File: src/sv/rclfp_pkg.sv
// Shared types and constants of the RC link frame parser.
package rclfp_pkg;

  localparam int FRAME_BUFFER_DEPTH_DEF = 64;

  localparam logic [7:0] SYNC_RESET    = 8'd200;
  localparam logic [7:0] CH_TYPE_RESET = 8'd22;
  localparam logic [7:0] LS_TYPE_RESET = 8'd20;

  localparam logic [7:0] CRC_POLY = 8'hD5;

  localparam int CFG_IDX_W = 2;
  localparam logic [CFG_IDX_W-1:0] CFG_SYNC    = 2'd0;
  localparam logic [CFG_IDX_W-1:0] CFG_CH_TYPE = 2'd1;
  localparam logic [CFG_IDX_W-1:0] CFG_LS_TYPE = 2'd2;

  localparam logic [1:0] KIND_CHAN = 2'd0;
  localparam logic [1:0] KIND_LS   = 2'd1;
  localparam logic [1:0] KIND_ERR  = 2'd2;

  localparam int IN_TDATA_W  = 8;
  localparam int OUT_TDATA_W = 24;
  localparam int VALUE_W     = 13;
  localparam int INDEX_W     = 4;

  localparam int MIN_TRIG_POS  = 5;
  localparam int PAYLOAD_START = 3;
  localparam int CH_BITS       = 11;
  localparam int CH_CENTER     = 992;
  localparam int US_CENTER     = 1500;
  localparam logic [INDEX_W-1:0] LAST_CH    = 4'd15;
  localparam logic [INDEX_W-1:0] LAST_LS    = 4'd9;
  localparam logic [INDEX_W-1:0] SNR_UL_IDX = 4'd3;
  localparam logic [INDEX_W-1:0] SNR_DL_IDX = 4'd9;

  typedef enum logic [2:0] {
    ST_IDLE,
    ST_CRC,
    ST_ERR,
    ST_RD,
    ST_LOAD,
    ST_SHIFT,
    ST_CH_EMIT,
    ST_LS_EMIT
  } st_t;

endpackage

File: src/sv/rclfp_ram.sv
// Generic single-port-write, single-port-read RAM with registered read data.
module rclfp_ram #(
  parameter int WIDTH = 8,
  parameter int DEPTH = rclfp_pkg::FRAME_BUFFER_DEPTH_DEF
) (
  input  logic                     clk,
  input  logic                     we,
  input  logic [$clog2(DEPTH)-1:0] waddr,
  input  logic [WIDTH-1:0]         wdata,
  input  logic [$clog2(DEPTH)-1:0] raddr,
  output logic [WIDTH-1:0]         rdata
);

  logic [WIDTH-1:0] mem [DEPTH];
  logic [WIDTH-1:0] rdata_r;

  always_ff @(posedge clk) begin
    if (we) begin
      mem[waddr] <= wdata;
    end
    rdata_r <= mem[raddr];
  end

  assign rdata = rdata_r;

endmodule

File: src/sv/rc_link_frame_parser.sv
// RC link frame parser: sync search, frame store, bit-serial CRC-8 and decode.
//
// Usage: received serial bytes enter one word at a time on in_* (tdata = rx_byte).
// Bytes are dropped until the sync byte; the frame is then written to the
// frame buffer. When the position reaches length+2 the CRC-8 (poly 0xD5) over
// type and payload is checked. A good channel frame gives sixteen results, a
// good link statistics frame ten, a bad CRC one error result; out_tlast marks
// the final result of a frame. cfg_* writes sync/type registers (index 0..2).
// Flow: a dropped byte, the sync and length bytes and the byte that closes a
// frame are only accepted; every other stored byte is accepted and then run
// through the bit-serial CRC register before the next byte is taken. At frame
// end a bad CRC passes the error state, which writes the error result once the
// output register is free; a link statistics frame runs buffer read, load and
// emit per field; a channel frame takes 22 buffer reads, each feeding its bits
// one at a time into the 11-bit channel register, plus one emit per channel.
// The bit-serial shifter and the single buffer read port set this pace.
// Reset clears the write position and output valid and loads default codes.
// A stalled receiver holds the output register; decoding waits for it, and a
// new byte is taken once the last result of the frame sits in that register.
module rc_link_frame_parser #(
  parameter int FRAME_BUFFER_DEPTH = rclfp_pkg::FRAME_BUFFER_DEPTH_DEF
) (
  input  logic                                clk,
  input  logic                                rst_n,
  // in_tdata: [7:0] rx_byte
  input  logic                                in_tvalid,
  output logic                                in_tready,
  input  logic [rclfp_pkg::IN_TDATA_W-1:0]    in_tdata,
  // out_tdata: [1:0] kind, [5:2] field_index, [18:6] value, [23:19] zero
  output logic                                out_tvalid,
  input  logic                                out_tready,
  output logic [rclfp_pkg::OUT_TDATA_W-1:0]   out_tdata,
  output logic                                out_tlast,
  input  logic                                cfg_valid,
  output logic                                cfg_ready,
  input  logic [rclfp_pkg::CFG_IDX_W-1:0]     cfg_index,
  input  logic [7:0]                          cfg_data
);

  localparam int PW = $clog2(FRAME_BUFFER_DEPTH);
  localparam logic [PW:0]   DEPTH_W   = (PW+1)'(FRAME_BUFFER_DEPTH);
  localparam logic [PW-1:0] ADDR_LAST = PW'(FRAME_BUFFER_DEPTH - 1);
  localparam logic [PW-1:0] PAY_START = PW'(rclfp_pkg::PAYLOAD_START);
  localparam logic [3:0]    CH_LAST_BIT = 4'(rclfp_pkg::CH_BITS - 1);

  rclfp_pkg::st_t state_r, state_nxt;

  logic [7:0]    sync_r, ch_type_r, ls_type_r;
  logic [PW-1:0] pos_r, pos_nxt;
  logic [7:0]    store0_r, store0_nxt, len_r, len_nxt, type_r, type_nxt;
  logic [7:0]    crc_r, crc_nxt;
  logic [3:0]    bit_cnt_r, bit_cnt_nxt;
  logic [3:0]    chan_bits_r, chan_bits_nxt;
  logic [10:0]   chan_sr_r, chan_sr_nxt;
  logic [7:0]    byte_sr_r, byte_sr_nxt;
  logic [3:0]    res_cnt_r, res_cnt_nxt;
  logic          mode_ch_r, mode_ch_nxt;
  logic [PW-1:0] rd_addr_r, rd_addr_nxt;

  logic                          out_valid_r, out_valid_nxt;
  logic [1:0]                    out_kind_r, out_kind_nxt;
  logic [3:0]                    out_idx_r, out_idx_nxt;
  logic [rclfp_pkg::VALUE_W-1:0] out_value_r, out_value_nxt;
  logic                          out_last_r, out_last_nxt;

  logic [7:0]    rx_byte;
  logic          acc, drop, trig, crc_ok, slot_free;
  logic [PW:0]   pos_inc;
  logic [PW-1:0] pos_adv;
  logic [8:0]    pos_ext;
  logic [7:0]    ram_rdata;

  logic [13:0]        t5;
  logic signed [14:0] x, x_adj, q;
  logic [rclfp_pkg::VALUE_W-1:0] ch_value, ls_value;

  assign rx_byte   = in_tdata[7:0];
  assign in_tready = (state_r == rclfp_pkg::ST_IDLE);
  assign cfg_ready = 1'b1;
  assign acc       = in_tvalid & in_tready;
  assign slot_free = !out_valid_r || out_tready;

  assign drop    = (pos_r == '0) && (rx_byte != sync_r);
  assign pos_inc = {1'b0, pos_r} + (PW+1)'(1);
  assign pos_adv = (pos_inc == DEPTH_W) ? '0 : pos_inc[PW-1:0];
  assign pos_ext = 9'(pos_adv);
  // length byte of this frame: the stored len_r, written from an earlier byte
  assign trig    = (pos_ext > 9'(rclfp_pkg::MIN_TRIG_POS)) && (store0_r == sync_r) &&
                   (pos_ext == {1'b0, len_r} + 9'd2);
  assign crc_ok  = (crc_r == rx_byte);

  // (t - 992) * 5 / 8 + 1500, quotient truncated toward zero
  assign t5    = {1'b0, chan_sr_r, 2'b00} + {3'b000, chan_sr_r};
  assign x     = $signed({1'b0, t5}) - 15'sd4960;
  assign x_adj = x[14] ? x + 15'sd7 : x;
  assign q     = x_adj >>> 3;
  assign ch_value = rclfp_pkg::VALUE_W'(q + 15'sd1500);

  assign ls_value = ((res_cnt_r == rclfp_pkg::SNR_UL_IDX) ||
                     (res_cnt_r == rclfp_pkg::SNR_DL_IDX)) ?
                    {{5{byte_sr_r[7]}}, byte_sr_r} : {5'b00000, byte_sr_r};

  rclfp_ram #(
    .WIDTH (8),
    .DEPTH (FRAME_BUFFER_DEPTH)
  ) u_ram (
    .clk   (clk),
    .we    (acc && !drop),
    .waddr (pos_r),
    .wdata (rx_byte),
    .raddr (rd_addr_r),
    .rdata (ram_rdata)
  );

  // next state
  always_comb begin
    state_nxt = state_r;
    case (state_r)
      rclfp_pkg::ST_IDLE: begin
        if (acc && !drop) begin
          if (trig) begin
            if (!crc_ok) begin
              state_nxt = rclfp_pkg::ST_ERR;
            end else if ((type_r == ch_type_r) || (type_r == ls_type_r)) begin
              state_nxt = rclfp_pkg::ST_RD;
            end
          end else if (pos_r > PW'(1)) begin
            state_nxt = rclfp_pkg::ST_CRC;
          end
        end
      end
      rclfp_pkg::ST_CRC: begin
        if (bit_cnt_r == 4'd1) state_nxt = rclfp_pkg::ST_IDLE;
      end
      rclfp_pkg::ST_ERR: begin
        if (slot_free) state_nxt = rclfp_pkg::ST_IDLE;
      end
      rclfp_pkg::ST_RD:   state_nxt = rclfp_pkg::ST_LOAD;
      rclfp_pkg::ST_LOAD: state_nxt = mode_ch_r ? rclfp_pkg::ST_SHIFT : rclfp_pkg::ST_LS_EMIT;
      rclfp_pkg::ST_SHIFT: begin
        if (chan_bits_r == CH_LAST_BIT) begin
          state_nxt = rclfp_pkg::ST_CH_EMIT;
        end else if (bit_cnt_r == 4'd1) begin
          state_nxt = rclfp_pkg::ST_RD;
        end
      end
      rclfp_pkg::ST_CH_EMIT: begin
        if (slot_free) begin
          if (res_cnt_r == rclfp_pkg::LAST_CH) begin
            state_nxt = rclfp_pkg::ST_IDLE;
          end else if (bit_cnt_r == 4'd0) begin
            state_nxt = rclfp_pkg::ST_RD;
          end else begin
            state_nxt = rclfp_pkg::ST_SHIFT;
          end
        end
      end
      rclfp_pkg::ST_LS_EMIT: begin
        if (slot_free) begin
          state_nxt = (res_cnt_r == rclfp_pkg::LAST_LS) ? rclfp_pkg::ST_IDLE : rclfp_pkg::ST_RD;
        end
      end
      default: state_nxt = rclfp_pkg::ST_IDLE;
    endcase
  end

  // datapath and outputs
  always_comb begin
    pos_nxt       = pos_r;
    store0_nxt    = store0_r;
    len_nxt       = len_r;
    type_nxt      = type_r;
    crc_nxt       = crc_r;
    bit_cnt_nxt   = bit_cnt_r;
    chan_bits_nxt = chan_bits_r;
    chan_sr_nxt   = chan_sr_r;
    byte_sr_nxt   = byte_sr_r;
    res_cnt_nxt   = res_cnt_r;
    mode_ch_nxt   = mode_ch_r;
    rd_addr_nxt   = rd_addr_r;
    out_valid_nxt = out_valid_r && !out_tready;
    out_kind_nxt  = out_kind_r;
    out_idx_nxt   = out_idx_r;
    out_value_nxt = out_value_r;
    out_last_nxt  = out_last_r;
    case (state_r)
      rclfp_pkg::ST_IDLE: begin
        if (acc && !drop) begin
          pos_nxt = trig ? '0 : pos_adv;
          if (pos_r == '0)    store0_nxt = rx_byte;
          if (pos_r == PW'(1)) len_nxt   = rx_byte;
          if (pos_r == PW'(2)) type_nxt  = rx_byte;
          // crc covers bytes from the type byte on
          crc_nxt     = (pos_r == '0) ? 8'h00 : (pos_r > PW'(1)) ? crc_r ^ rx_byte : crc_r;
          bit_cnt_nxt = 4'd8;
          if (trig) begin
            chan_bits_nxt = '0;
            res_cnt_nxt   = '0;
            rd_addr_nxt   = PAY_START;
            mode_ch_nxt   = (type_r == ch_type_r);
          end
        end
      end
      rclfp_pkg::ST_CRC: begin
        crc_nxt     = crc_r[7] ? ({crc_r[6:0], 1'b0} ^ rclfp_pkg::CRC_POLY) : {crc_r[6:0], 1'b0};
        bit_cnt_nxt = bit_cnt_r - 4'd1;
      end
      rclfp_pkg::ST_ERR: begin
        if (slot_free) begin
          out_valid_nxt = 1'b1;
          out_kind_nxt  = rclfp_pkg::KIND_ERR;
          out_idx_nxt   = '0;
          out_value_nxt = '0;
          out_last_nxt  = 1'b1;
        end
      end
      rclfp_pkg::ST_LOAD: begin
        byte_sr_nxt = ram_rdata;
        bit_cnt_nxt = 4'd8;
        rd_addr_nxt = (rd_addr_r == ADDR_LAST) ? '0 : rd_addr_r + PW'(1);
      end
      rclfp_pkg::ST_SHIFT: begin
        chan_sr_nxt   = {byte_sr_r[0], chan_sr_r[10:1]};
        byte_sr_nxt   = {1'b0, byte_sr_r[7:1]};
        bit_cnt_nxt   = bit_cnt_r - 4'd1;
        chan_bits_nxt = chan_bits_r + 4'd1;
      end
      rclfp_pkg::ST_CH_EMIT: begin
        if (slot_free) begin
          out_valid_nxt = 1'b1;
          out_kind_nxt  = rclfp_pkg::KIND_CHAN;
          out_idx_nxt   = res_cnt_r;
          out_value_nxt = ch_value;
          out_last_nxt  = (res_cnt_r == rclfp_pkg::LAST_CH);
          res_cnt_nxt   = res_cnt_r + 4'd1;
          chan_bits_nxt = '0;
        end
      end
      rclfp_pkg::ST_LS_EMIT: begin
        if (slot_free) begin
          out_valid_nxt = 1'b1;
          out_kind_nxt  = rclfp_pkg::KIND_LS;
          out_idx_nxt   = res_cnt_r;
          out_value_nxt = ls_value;
          out_last_nxt  = (res_cnt_r == rclfp_pkg::LAST_LS);
          res_cnt_nxt   = res_cnt_r + 4'd1;
        end
      end
      default: begin
      end
    endcase
  end

  always_ff @(posedge clk) begin
    if (!rst_n) begin
      state_r     <= rclfp_pkg::ST_IDLE;
      pos_r       <= '0;
      out_valid_r <= 1'b0;
      sync_r      <= rclfp_pkg::SYNC_RESET;
      ch_type_r   <= rclfp_pkg::CH_TYPE_RESET;
      ls_type_r   <= rclfp_pkg::LS_TYPE_RESET;
    end else begin
      state_r     <= state_nxt;
      pos_r       <= pos_nxt;
      out_valid_r <= out_valid_nxt;
      if (cfg_valid && cfg_ready) begin
        case (cfg_index)
          rclfp_pkg::CFG_SYNC:    sync_r    <= cfg_data;
          rclfp_pkg::CFG_CH_TYPE: ch_type_r <= cfg_data;
          rclfp_pkg::CFG_LS_TYPE: ls_type_r <= cfg_data;
          default: begin
          end
        endcase
      end
    end
  end

  always_ff @(posedge clk) begin
    store0_r    <= store0_nxt;
    len_r       <= len_nxt;
    type_r      <= type_nxt;
    crc_r       <= crc_nxt;
    bit_cnt_r   <= bit_cnt_nxt;
    chan_bits_r <= chan_bits_nxt;
    chan_sr_r   <= chan_sr_nxt;
    byte_sr_r   <= byte_sr_nxt;
    res_cnt_r   <= res_cnt_nxt;
    mode_ch_r   <= mode_ch_nxt;
    rd_addr_r   <= rd_addr_nxt;
    out_kind_r  <= out_kind_nxt;
    out_idx_r   <= out_idx_nxt;
    out_value_r <= out_value_nxt;
    out_last_r  <= out_last_nxt;
  end

  assign out_tvalid = out_valid_r;
  assign out_tdata  = {5'b00000, out_value_r, out_idx_r, out_kind_r};
  assign out_tlast  = out_last_r;

endmodule

File: config.mk
export PLATFORM = sky130hd
export DESIGN_NAME = rc_link_frame_parser
export DESIGN_NICKNAME = d
export VERILOG_FILES = /design/src/sv/rclfp_pkg.sv /design/src/sv/rclfp_ram.sv /design/src/sv/rc_link_frame_parser.sv
export SDC_FILE = /design/constraint.sdc
export NUM_CORES = 1
export LEC_CHECK = 0
export BUFFER_PORTS_ARGS = -buffer_cell sky130_fd_sc_hd__buf_2
export CAP_MARGIN = 20
export CORE_AREA = 5 5 268 191
export DETAILED_ROUTE_END_ITERATION = 10
export DIE_AREA = 0 0 273 196
export PLACE_DENSITY = 0.78
export SLEW_MARGIN = 20
export SYNTH_ARGS = -nofsm -noshare
export SYNTH_HDL_FRONTEND = slang
export SYNTH_SLANG_ARGS = --single-unit
File: constraint.sdc
create_clock -name clk -period 3.4 [get_ports clk]
set_input_delay 0.17 -clock clk [delete_from_list [all_inputs] [get_ports clk]]
set_output_delay 0.17 -clock clk [all_outputs]
set_load 0.02 [all_outputs]
# Yosys cells after proc, flatten, opt, wreduce, memory -nomap -nowiden
# Memories as Yosys holds them, arrays and structs flattened. A register that Yosys moved wholly into a read port is not among the register bits.
# Index checks and enable logic that the tools add are counted.
# totals
output_inout_bits,28
mem_count,1
inputBits,23
ramBits,512
regBits,124
elab_cells,170
# mem_list
name,depth,word_bits,read_ports,rd_ports_with_merged_regs,write_ports,line,rtl
u_ram.mem,64,8,1,1,1,rclfp_ram.sv:14,logic [WIDTH-1:0] mem [DEPTH];
# op_classes
n_reduce_logical,42
n_lt_le_gt_ge,2
n_addsub,10
bitwise_logic,3
mux,56
eq_ne,35
# op_table
operator,count
13-bit 2-to-1 mux,4
3-bit 2-to-1 mux,13
13-bit one-hot mux with 3 select lines,1
8-bit equality test,4
8-bit 2-to-1 mux,4
8-bit one-hot mux with 2 select lines,2
6-bit 2-to-1 mux,5
4-bit 2-to-1 mux,6
3-bit one-hot mux with 8 select lines,1
4-bit one-hot mux with 3 select lines,2
3-bit AND reduction,7
4-bit one-hot mux with 2 select lines,2
"15-bit by 4-bit adder with 15-bit output, second input constant",1
15-bit 2-to-1 mux,1
"14-bit by 13-bit subtractor with 15-bit output, second input constant",1
13-bit by 11-bit adder with 14-bit output,1
"12-bit by 12-bit adder with 13-bit output, second input constant",1
"3-bit equality test, second input constant",4
"4-bit equality test, second input constant",3
6-bit one-hot mux with 2 select lines,1
4-bit AND reduction,3
2-bit 2-to-1 mux,5
2-bit AND reduction,5
2-bit nonzero test,5
41 further kinds,66

# Logic depth before layout (Yosys ltp)
# Gate-level depths: netlist (run 1).
# depth
ltp_word,9
depth_mapped,15

# Hierarchy
# Synthesis (run 1) repeated with hierarchy kept, for this count alone.
# hier_totals
hier_cells,1599
hier_area_um2,27204.8
# modules_own_cells
mod,cells_per_inst,seq_area_each_um2,area_per_inst_um2,n_inst
rclfp_ram,940,15534.9,20166.8,1
rc_link_frame_parser,659,3383.2,7038.0,1

# Worst setup path before layout (run 1)
# OpenSTA, ideal clock, no wires.
# synth_timing
path_kind,register to register
from,register chan_sr_r[1]
to,"register out_value_r[10] in the netlist's numbering, data pin"
synth_period_minus_slack_ns,3.243
slack_ns,0.157
arrival_time_ns,3.074
path_stages_with_launch,14
cell_sequence,edfxtp_1 -> ha_1 -> ha_1 -> fa_1 -> and3_2 -> buf_4 -> nand3_1 -> xor2_1 -> ha_1 -> nor3_1 -> mux2i_1 -> o21a_1 -> a211o_1 -> o31ai_1
# synth_between
elab_chain_cells,7
# synth_lines
element,line,rtl
from (decl),rc_link_frame_parser.sv:54,"logic [10:0] chan_sr_r, chan_sr_nxt;"
from (signal assigned),rc_link_frame_parser.sv:285,chan_sr_r <= chan_sr_nxt;
13-bit by 11-bit adder with 14-bit output *,rc_link_frame_parser.sv:93,"assign t5 = {1'b0, chan_sr_r, 2'b00} + {3'b000, chan_sr_r};"
14-bit by 13-bit subtractor with 15-bit output *,rc_link_frame_parser.sv:94,"assign x = $signed({1'b0, t5}) - 15'sd4960;"
15-bit by 4-bit adder with 15-bit output,rc_link_frame_parser.sv:95,assign x_adj = x[14] ? x + 15'sd7 : x;
15-bit 2-to-1 mux *,rc_link_frame_parser.sv:95,
12-bit by 12-bit adder with 13-bit output *,rc_link_frame_parser.sv:97,assign ch_value = rclfp_pkg::VALUE_W'(q + 15'sd1500);
13-bit 2-to-1 mux *,rc_link_frame_parser.sv:229,if (slot_free) begin
13-bit one-hot mux with 3 select lines *,rc_link_frame_parser.sv:186,case (state_r)
net out_value_nxt (one bit),rc_link_frame_parser.sv:63,"logic [rclfp_pkg::VALUE_W-1:0] out_value_r, out_value_nxt;"
to (signal assigned),rc_link_frame_parser.sv:292,out_value_r <= out_value_nxt;
to (decl),rc_link_frame_parser.sv:63,
# Mark *: on every way through the listed nets, which the timed path passes. The rest lies on a longest branch. The select of a mux whose other input is x is not followed.
# A chain may end at the register's enable or synchronous reset.

# Worst setup path after layout (run 1)
# layout_timing
from,register chan_sr_r[2]
to,"register out_value_r[10] in the netlist's numbering, data pin"
# The elaborated chain is that of the path after synthesis.

==> impl_metrics.yaml, run 1 <==
synth:
  syn_area_sq_um: 26800
  ys_warn_count: 0
  yosysSeqAreaShare_pct: 70.7
  synthCells: 1472
  syn_area_per_cell_sq_um: 18.2
  synth_cell_types: 68
  ys_ff_latch: 644
  async_reset_ff_share_pct: 0
  synth_edf_count: 602
  synth_ff_type: "edfxtp_1"
drt:
  vias: 14100
  drc_errors: 0
  routed_wl_microns: 58700
  drt_iter0_markers: 1537
  avgRoutedWirePerCell_microns: 25.0
  first_pass_iters: 7
  antenna_left: 0
  avgViaCountPerCell: 6.01
place:
  placement.io_buffers: 44
  place_congestion: 0.870
  placedCellCount: 2223
  hpwl_microns: 36100
  pre_cts_slack_ps: -68.7
  place_area_sq_um: 28400
grt:
  grt_max_degree: 71
  antenna_found_initial: 4
  grt_pass1_wl_microns: 88400
  grt-ovfl-total: 0
  grt_pass1_vias: 14200
  track_usage_pct: 21.8
setup_path:
  startpoint_type: "flip-flop"
  worstPathRequired_ps: 3810
  cp.arrival_ps: 3750
  critPathMaxFanout: 3
  crit_path_end_kind: "flip-flop"
  regToRegSetupSlack_ps: 60
  setup.worst_path.class: "reg2reg"
outcome:
  outcome: "finished, final reports clean"
min_path:
  hold_class: "in2reg"
timing:
  period_share_pct: 98.2
  fin_ws_ps: 62.0
  worst_slew_pin_slew_ps: 842
  max_freq_ghz: 0.300
  post-route-min-period_ps: 3340
  rsz0062_at_grt: "true"
  finClkSkew_ps: 19.5
  whs_ps: 96.6
  final_hold_viol_count: 0
  slew_violations: 0
  relSlewSlack_pct: 43.9
  setup-violations-final: 0
die:
  rows: 68
  coreArea_sq_um: 48600
  die_w_microns: 273
  dieArea_sq_um: 53500
  pin_count: 51
  die_y_microns: 196
  start_util_pct: 55.1
cts:
  cts_tree: "done"
  clkLatencyLatePin_ps: 600
  cts_made_buffers: 56
  root_buffer: "clkbuf_16"
  path_clk_slew_ps: 60
  numClockSinks: 644
  clockBufferDepth: 3
  htree_levels: 2
finish:
  final_cell_mix: "602 x edfxtp_1, 168 x mux4_2, 129 x nor2_1"
  final_common_cell: "edfxtp_1"
  fin_area_sq_um: 30500
  area_growth_syn_to_layout_pct: 14.0
  final_nets: 1694
  drive_gt1_share_pct: 27.0
  fin_cells: 2347
power:
  power_leakage_nw: 10.1
  powerDensity_nw_per_um2: 491
  peakVddDrop_mv: 0.471
  power_mw: 15.0
flow_run:
  maxCapViolCount: 0
-- critical path, stage by stage, from the launching register on --
cell	delay, ps
edfxtp_1	460
ha_4	280
ha_1	320
a211oi_2	320
o21ai_2	140
a21boi_4	220
buf_4	140
a21o_1	90
nand2_1	60
ha_2	200
nor3_1	190
mux2i_1	130
o21a_1	160
a211o_1	260
o31ai_1	190
-- per-layer routing --
layer / part of all wire (%) / vias to the layer above / track usage, %
met3: 10 / 94 / 6.38
met2: 46 / 628 / 32.8
met4: 2.2 / 4 / 4.86
met1: 42 / 7252 / 32.5
met5: 0.048 / - / 0
li1: - / 6133 / -
-- worst paths after layout --
check | start | to | cells after the start
min reg2reg | chan_sr_r[5]$_DFFE_PP_ | chan_sr_r[4]$_DFFE_PP_ | 0
max | chan_sr_r[2]$_DFFE_PP_ | out_value_r[10]$_DFFE_PP_ | 14
min | cfg_index[0] | ch_type_r[3]$_SDFFE_PN0P_ | 5
max reg2reg | chan_sr_r[2]$_DFFE_PP_ | out_value_r[10]$_DFFE_PP_ | 14
-- layout make-up --
cell class / count / area [sq um]
Sequential cell: 644 / 18900
Fill cell: 3251 / 18100
Multi-Input combinational cell: 729 / 7590
Clock buffer: 73 / 1520
Timing Repair Buffer: 178 / 1320
Tap cell: 665 / 832
Clock inverter: 28 / 223
Inverter: 28 / 105
Antenna cell: 2 / 5.00
-- cells in the mapped netlist, types with 8 or more instances --
cell | instances | area share [%]
nand2_1 | 67 | 0.94
mux2i_1 | 21 | 0.79
nor4_1 | 13 | 0.30
nor3_1 | 10 | 0.19
or3_1 | 8 | 0.19
xor2_1 | 48 | 1.6
inv_1 | 28 | 0.39
dfxtp_1 | 42 | 3.1
edfxtp_1 | 602 | 68
ha_1 | 33 | 1.5
clkbuf_1 | 38 | 0.53
nor2_1 | 129 | 1.8
buf_1 | 14 | 0.20
nand3_1 | 31 | 0.58
xnor2_1 | 31 | 1.0
a21oi_1 | 21 | 0.39
o21ai_0 | 25 | 0.47
mux4_2 | 168 | 14
buf_4 | 15 | 0.42
nor2b_1 | 15 | 0.35
-- power by group --
| part | switching, mW | internal (mW) |
|---|---|---|
| logic | 0.168 | 0.0560 |
| clock network | 2.74 | 3.37 |
| registers | 0.0101 | 8.65 |
| total | 2.92 | 12.1 |
-- sequential cells by signal, summed over array words and instances, names as in the netlist, 2 cells and up --
name and cells:
ls_type_r 8, bit_cnt_r 4, rd_addr_r 6, len_r 8, store0_r 8, chan_bits_r 4
out_value_r 13, type_r 8, byte_sr_r 8, sync_r 8, out_idx_r 4, u_ram.mem 512
u_ram.rdata 8, chan_sr_r 11, out_kind_r 2, ch_type_r 8, state_r 3, crc_r 8
pos_r 6, res_cnt_r 4
-- per-stage QoR --
stage | TNS [ps] | utilization, %
after floorplan | 0 | -
after global placement | -25.1 | 58.4
after detailed placement | -89.1 | 58.4
after CTS | 0 | 62.4
after global routing | -176 | 62.8
final | 0 | 62.8
-- logic make-up (layout without fill, tap and decap cells) --
kind of cell	after synthesis	count (layout)	synth area share, %
adders and majority gates	34	34	1.62
DFF	644	644	70.7
buffers and inverters	103	307	1.74
xor gates and xnor gates	81	81	2.76
AOI/OAI and AO/OA	99	99	2.55
and+or+nand+nor	313	313	5.44
other	2	8	0.0281
muxes	196	196	15.2
-- repair_timing --
item | in CTS | in global routing
setup endpoints to repair | 2 | 10
endpoints found under the hold margin | 25 | 0
pin swaps | 3 | 5
gates cloned | 0 | 0
setup buffers | 1 | 3
resized for setup | 8 | 24
hold buffers | 17 | 0
(Power assumes the default switching activity.)
==> run 2, diff against run 1 <==
--- a/config.mk
+++ b/config.mk
@@ -11,6 +11,7 @@
 export DETAILED_ROUTE_END_ITERATION = 10
 export DIE_AREA = 0 0 273 196
 export PLACE_DENSITY = 0.78
+export REMOVE_ABC_BUFFERS = 1
 export SLEW_MARGIN = 20
 export SYNTH_ARGS = -nofsm -noshare
 export SYNTH_HDL_FRONTEND = slang
==> run 2 against run 1 <==
  * Fmax rose by 0.61%
  * Cell count rose by 0.13%
  * Critical path type unchanged
  * Hold slack got worse by 30 ps
  * Non-clock buffer count rose by 5
  * Clock power barely moved
  * Routed wire length rose by 2.5%
  * Power barely moved
  * Via count rose by 1.9%
  * Critical path depth fell by 3
  * Global-route usage rose by 0.46 points
  * Sequential power barely moved
  * Register-to-register slack improved by 20 ps
==> impl_metrics.yaml, run 2 (same netlist as run 1, synthesis figures left out) <==
outcome:
  outcome: "finished, final reports clean"
drt:
  drc_errors: 0
  drt_iter0_markers: 1911
  routed_wl_microns: 60200
  avgViaCountPerCell: 6.12
  vias: 14400
  antenna_left: 0
  avgRoutedWirePerCell_microns: 25.6
  first_pass_iters: 5
power:
  power_leakage_nw: 10.1
  p_sw_mw: 3.01
  p_sw_share_pct: 20.1
  combPwrFrac_pct: 1.6
  pwr-share-seq_pct: 57.7
  peakVddDrop_mv: 0.432
  power_mw: 15.0
  powerDensity_nw_per_um2: 490
  clkPwrFrac_pct: 40.7
  power.internal_mw: 12.0
grt:
  grt_pass1_wl_microns: 90100
  grt_pass1_vias: 14100
  grt_max_degree: 71
  track_usage_pct: 22.3
  grt-ovfl-total: 0
  antenna_found_initial: 2
die:
  die_w_microns: 273
  die_y_microns: 196
  coreArea_sq_um: 48600
  dieArea_sq_um: 53500
  pin_count: 51
  rows: 68
  start_util_pct: 55.1
timing:
  period_share_pct: 97.6
  final_hold_viol_count: 0
  post-route-min-period_ps: 3320
  max_freq_ghz: 0.301
  slew_violations: 0
  finClkSkew_ps: 29.6
  rsz0062_at_grt: "true"
  relSlewSlack_pct: 42.5
  setup-violations-final: 0
  worst_slew_pin_slew_ps: 863
flow_run:
  maxCapViolCount: 0
cts:
  clockBufferDepth: 3
  clkLatencyLatePin_ps: 610
  numClockSinks: 644
  cts_tree: "done"
  root_buffer: "clkbuf_16"
  path_clk_slew_ps: 70
  htree_levels: 2
  cts_made_buffers: 55
finish:
  final_cell_mix: "602 x edfxtp_1, 168 x mux4_2, 127 x nor2_1"
  largest_reg_flops: 512
  num_antenna_cells: 0
  post-route-util_pct: 63.0
  regMostFlops: "u_ram.mem"
  area_growth_syn_to_layout_pct: 14.3
  largestRegisters: "u_ram.mem x512, out_value_r x13, chan_sr_r x11"
  drive_gt1_share_pct: 28.1
  final_nets: 1698
  final_common_cell: "edfxtp_1"
  fin_area_sq_um: 30600
setup_path:
  crit_path_end_kind: "flip-flop"
  max_stage_delay_ps: 450
  worstPathRequired_ps: 3820
  crit_slowest_cell: "edfxtp_1"
  cp.arrival_ps: 3740
  setup.worst_path.class: "reg2reg"
  cp_cell_sequence: "ha_1 > ha_2 > fa_2 > a211oi_4 > nor2_2 > nor4_2 > and4_1 > and4_4 > nor3_1 > a211o_1 > o31ai_1"
  startpoint_type: "flip-flop"
  critPathMaxFanout: 4
place:
  place_congestion: 0.879
  place_area_sq_um: 28500
  placement.io_buffers: 44
  hpwl_microns: 37300
min_path:
  hold_class: "in2reg"
[run 2: changes by cell type in the layout (fill, tap and decap cells not counted), sizes merged, moves of 2 or more]
cell | before | now
clkinv | 22 | 33
diode | 2 | 0
clkbuf | 73 | 61
buf | 161 | 166
[run 2: critical path, delay by kind of cell, from the launching register on]
family,cells,cell delay [ps]
compound gates,3,780
flops,1,450
simple gates,5,1010
fa+ha+maj,3,910
[run 2: area by class of cell]
type / instances / area (sq um)
clock buffer: 61 / 1400
clock inverter: 40 / 334
fill: 3230 / 18000
inverter: 28 / 105
multi-input combinational: 729 / 7600
sequential: 644 / 18900
tap: 665 / 832
timing repair buffer: 183 / 1410
[run 2: layer usage]
metal  track usage [%]  part of all wire, %  wire, microns  up-vias
met3              3.69                  9.7           5870       77
met4              3.66                  1.5            900        2
met1              36.2                   43          25900     7398
met5                 0                0.020             12        -
li1                  -                    -              -     6144
met2              33.0                   46          27600      752
[run 2: path summary, 6_finish.rpt]
| path | start | cells past startpoint | slack [ps] | end |
|---|---|---|---|---|
| worst max-delay path | chan_sr_r[3]$_DFFE_PP_ | 11 | 80 | out_value_r[10]$_DFFE_PP_ |
| worst min-delay path | cfg_index[0] | 5 | 70 | ch_type_r[5]$_SDFFE_PN0P_ |
| worst max register to register | chan_sr_r[3]$_DFFE_PP_ | 11 | 80 | out_value_r[10]$_DFFE_PP_ |
| worst min register to register | chan_sr_r[5]$_DFFE_PP_ | 0 | 480 | chan_sr_r[4]$_DFFE_PP_ |
[run 2: through the flow]
stage	TNS (ps)	std cells	setup WS (ps)	hold slack, ps
after floorplan	-44170	1401	-3410	232
after global placement	0	2228	38.7	428
after detailed placement	-55.0	2228	-55.0	436
after CTS	0	2348	0.468	49.8
after global routing	-198	2350	-77.6	37.4
final	0	2350	82.0	67.0
[run 2: timing repair]
action	in CTS	in global routing
setup buffers	2	2
pin swaps	2	6
cloned	0	0
gates resized for setup	7	35
endpoints found under the setup margin	3	66
hold buffers	17	0
endpoints found under the hold margin	25	0
[run 2: power by group through the flow]
stage / Sequential, mW / Combinational (mW) / Clock (mW)
after floorplan: 8.83 / 0.0516 / 0
after CTS: 8.66 / 0.238 / 6.19
final: 8.66 / 0.238 / 6.10
after global routing: 8.65 / 0.253 / 6.54
after detailed placement: 8.83 / 0.222 / 0
after global placement: 8.83 / 0.209 / 0
==> run 3, diff against run 2 <==
--- a/config.mk
+++ b/config.mk
@@ -5,11 +5,11 @@
 export SDC_FILE = /design/constraint.sdc
 export NUM_CORES = 1
 export LEC_CHECK = 0
-export BUFFER_PORTS_ARGS = -buffer_cell sky130_fd_sc_hd__buf_2
 export CAP_MARGIN = 20
-export CORE_AREA = 5 5 268 191
+export CORE_AREA = 5 5 266 190
 export DETAILED_ROUTE_END_ITERATION = 10
-export DIE_AREA = 0 0 273 196
+export DIE_AREA = 0 0 271 195
+export DONT_BUFFER_PORTS = 1
 export PLACE_DENSITY = 0.78
 export REMOVE_ABC_BUFFERS = 1
 export SLEW_MARGIN = 20
==> run 3 against run 2 <==
  * The run now ends with setup timing left
  * First-iteration DRC count is 3.9% higher
  * Fmax decreased by 5.0%
  * Utilization grew 2.3 points
  * Hold slack worse by 35 ps
  * Sequential share of layout area decreased by 0.90 points
==> impl_metrics.yaml, run 3 (same netlist as run 1, synthesis figures left out) <==
setup_path:
  critPathMaxFanout: 5
  crit_end: "out_value_r[10]$_DFFE_PP_"
  regToRegSetupSlack_ps: -90
  setup.worst_path.class: "reg2reg"
  r2r_cells: 12
  r2r-start: "chan_sr_r[3]$_DFFE_PP_"
  startpoint_type: "flip-flop"
  crit_path_end_kind: "flip-flop"
  startpoint: "chan_sr_r[3]$_DFFE_PP_"
  cp.arrival_ps: 3810
  r2r_end: "out_value_r[10]$_DFFE_PP_"
  worstPathRequired_ps: 3720
timing:
  fin_ws_ps: -92.5
  period_share_pct: 103
  relSlewSlack_pct: 27.5
  whs_ps: 32.3
  slew_violations: 0
  setup-violations-final: 3
  max_freq_ghz: 0.286
  worst_slew_pin_slew_ps: 1080
  finClkSkew_ps: 17.1
  final_hold_viol_count: 0
  post-route-min-period_ps: 3490
place:
  hpwl_microns: 36400
  place_congestion: 0.842
  placement.io_buffers: 0
  pre_cts_slack_ps: -259
  placedCellCount: 2129
drt:
  avgRoutedWirePerCell_microns: 27.9
  avgViaCountPerCell: 6.34
  antenna_left: 0
  first_pass_iters: 5
  drt_iter0_markers: 1986
  routed_wl_microns: 63500
  vias: 14400
  drc_errors: 0
outcome:
  violations: "setup timing"
  outcome: "finished, violations left"
cts:
  clockBufferDepth: 3
  htree_levels: 2
  clkLatencyLatePin_ps: 590
  root_buffer: "clkbuf_16"
  cts_made_buffers: 54
  path_clk_slew_ps: 70
  cts_tree: "done"
  numClockSinks: 644
finish:
  largest_reg_flops: 512
  final_nets: 1669
  final_cell_mix: "602 x edfxtp_1, 168 x mux4_2, 128 x nor2_1"
  largestRegisters: "u_ram.mem x512, out_value_r x13, chan_sr_r x11"
  final_common_cell: "edfxtp_1"
  area_growth_syn_to_layout_pct: 16.0
  post-route-util_pct: 65.3
  fin_cells: 2278
  drive_gt1_share_pct: 27.7
  regMostFlops: "u_ram.mem"
die:
  coreArea_sq_um: 47500
  pin_count: 51
  die_y_microns: 195
  rows: 67
  start_util_pct: 56.3
  die_w_microns: 271
  dieArea_sq_um: 52800
grt:
  track_usage_pct: 23.4
  grt_max_degree: 70
  grt_pass1_vias: 14200
  grt_pass1_wl_microns: 93500
  antenna_found_initial: 2
  grt-ovfl-total: 0
power:
  power_leakage_nw: 10.2
  power_mw: 15.8
  peakVddDrop_mv: 0.481
  powerDensity_nw_per_um2: 510
min_path:
  hold_class: "in2reg"
flow_run:
  maxCapViolCount: 0
-- run 3: cell count changes in the layout (fill, tap and decap cells not counted), sizes merged --
cell         previous run  this run
buf                   166       128
bufinv                  4        14
clkbuf                 61        62
clkinv                 33        16
clkinvlp                2         5
diode                   0         1
dlygate4sd3            17        27
inv                    29        31
-- run 3: how the worst min path moves through the flow --
stage                  from                        end  slack [ps]  cells after the start
2_1_floorplan         rst_n  ls_type_r[2]$_SDFFE_PN1P_         230                      1
3_3_place_gp          rst_n     sync_r[6]$_SDFFE_PN1P_         240                      1
3_5_place_dp          rst_n     sync_r[3]$_SDFFE_PN1P_         240                      1
4_1_cts        cfg_index[0]     sync_r[6]$_SDFFE_PN1P_           3                      4
5_1_grt        cfg_index[0]     sync_r[6]$_SDFFE_PN1P_          30                      4
6_report       cfg_index[0]     sync_r[6]$_SDFFE_PN1P_          30                      4
-- run 3: per-stage QoR --
step           cell area, sq um  setup TNS (ps)
2_1_floorplan             26400          -44170
3_3_place_gp              28100               0
3_5_place_dp              28100            -385
4_1_cts                   30800           -25.3
5_1_grt                   31100            -692
6_report                  31100            -237
-- run 3: routing by layer --
layer	global-route usage (%)	wire [microns]	up-vias
li1	-	-	6093
met1	35.7	25900	7460
met2	36.6	30400	802
met3	4.43	6130	89
met4	4.29	1140	0
met5	0	0	-
-- run 3: area by class of cell --
class	count	area (sq um)
Sequential cell	644	18900
Clock inverter	38	586
Timing Repair Buffer	155	1500
Multi-Input combinational cell	729	7750
Antenna cell	1	2.50
Fill cell	2979	16500
Clock buffer	62	1410
Inverter	28	105
Tap cell	621	777
-- run 3: critical path, cell delays in order (launching register included) --
cell and delay, ps:
edfxtp_1 450, inv_1 80, ha_1 300, inv_1 120, ha_4 250, o21a_2 280, a2111oi_1 550, o21bai_1 170
a211oi_1 320, nor2_1 170, nor3_1 220, a211o_1 220, o31ai_4 90
-- run 3: power breakdown --
part | internal, mW | leakage, nW | switching, mW | total [mW]
clock | 4.08 | 0.965 | 2.88 | 6.95
sequential | 8.64 | 5.74 | 0.0105 | 8.65
combinational | 0.0751 | 3.52 | 0.168 | 0.243
-- run 3: repair_timing --
action | CTS | global route
pin swaps | 13 | 14
setup buffers | 7 | 6
endpoints found under the hold margin | 578 | 0
setup endpoints to repair | 4 | 10
resized for setup | 25 | 43
hold buffers | 35 | 0
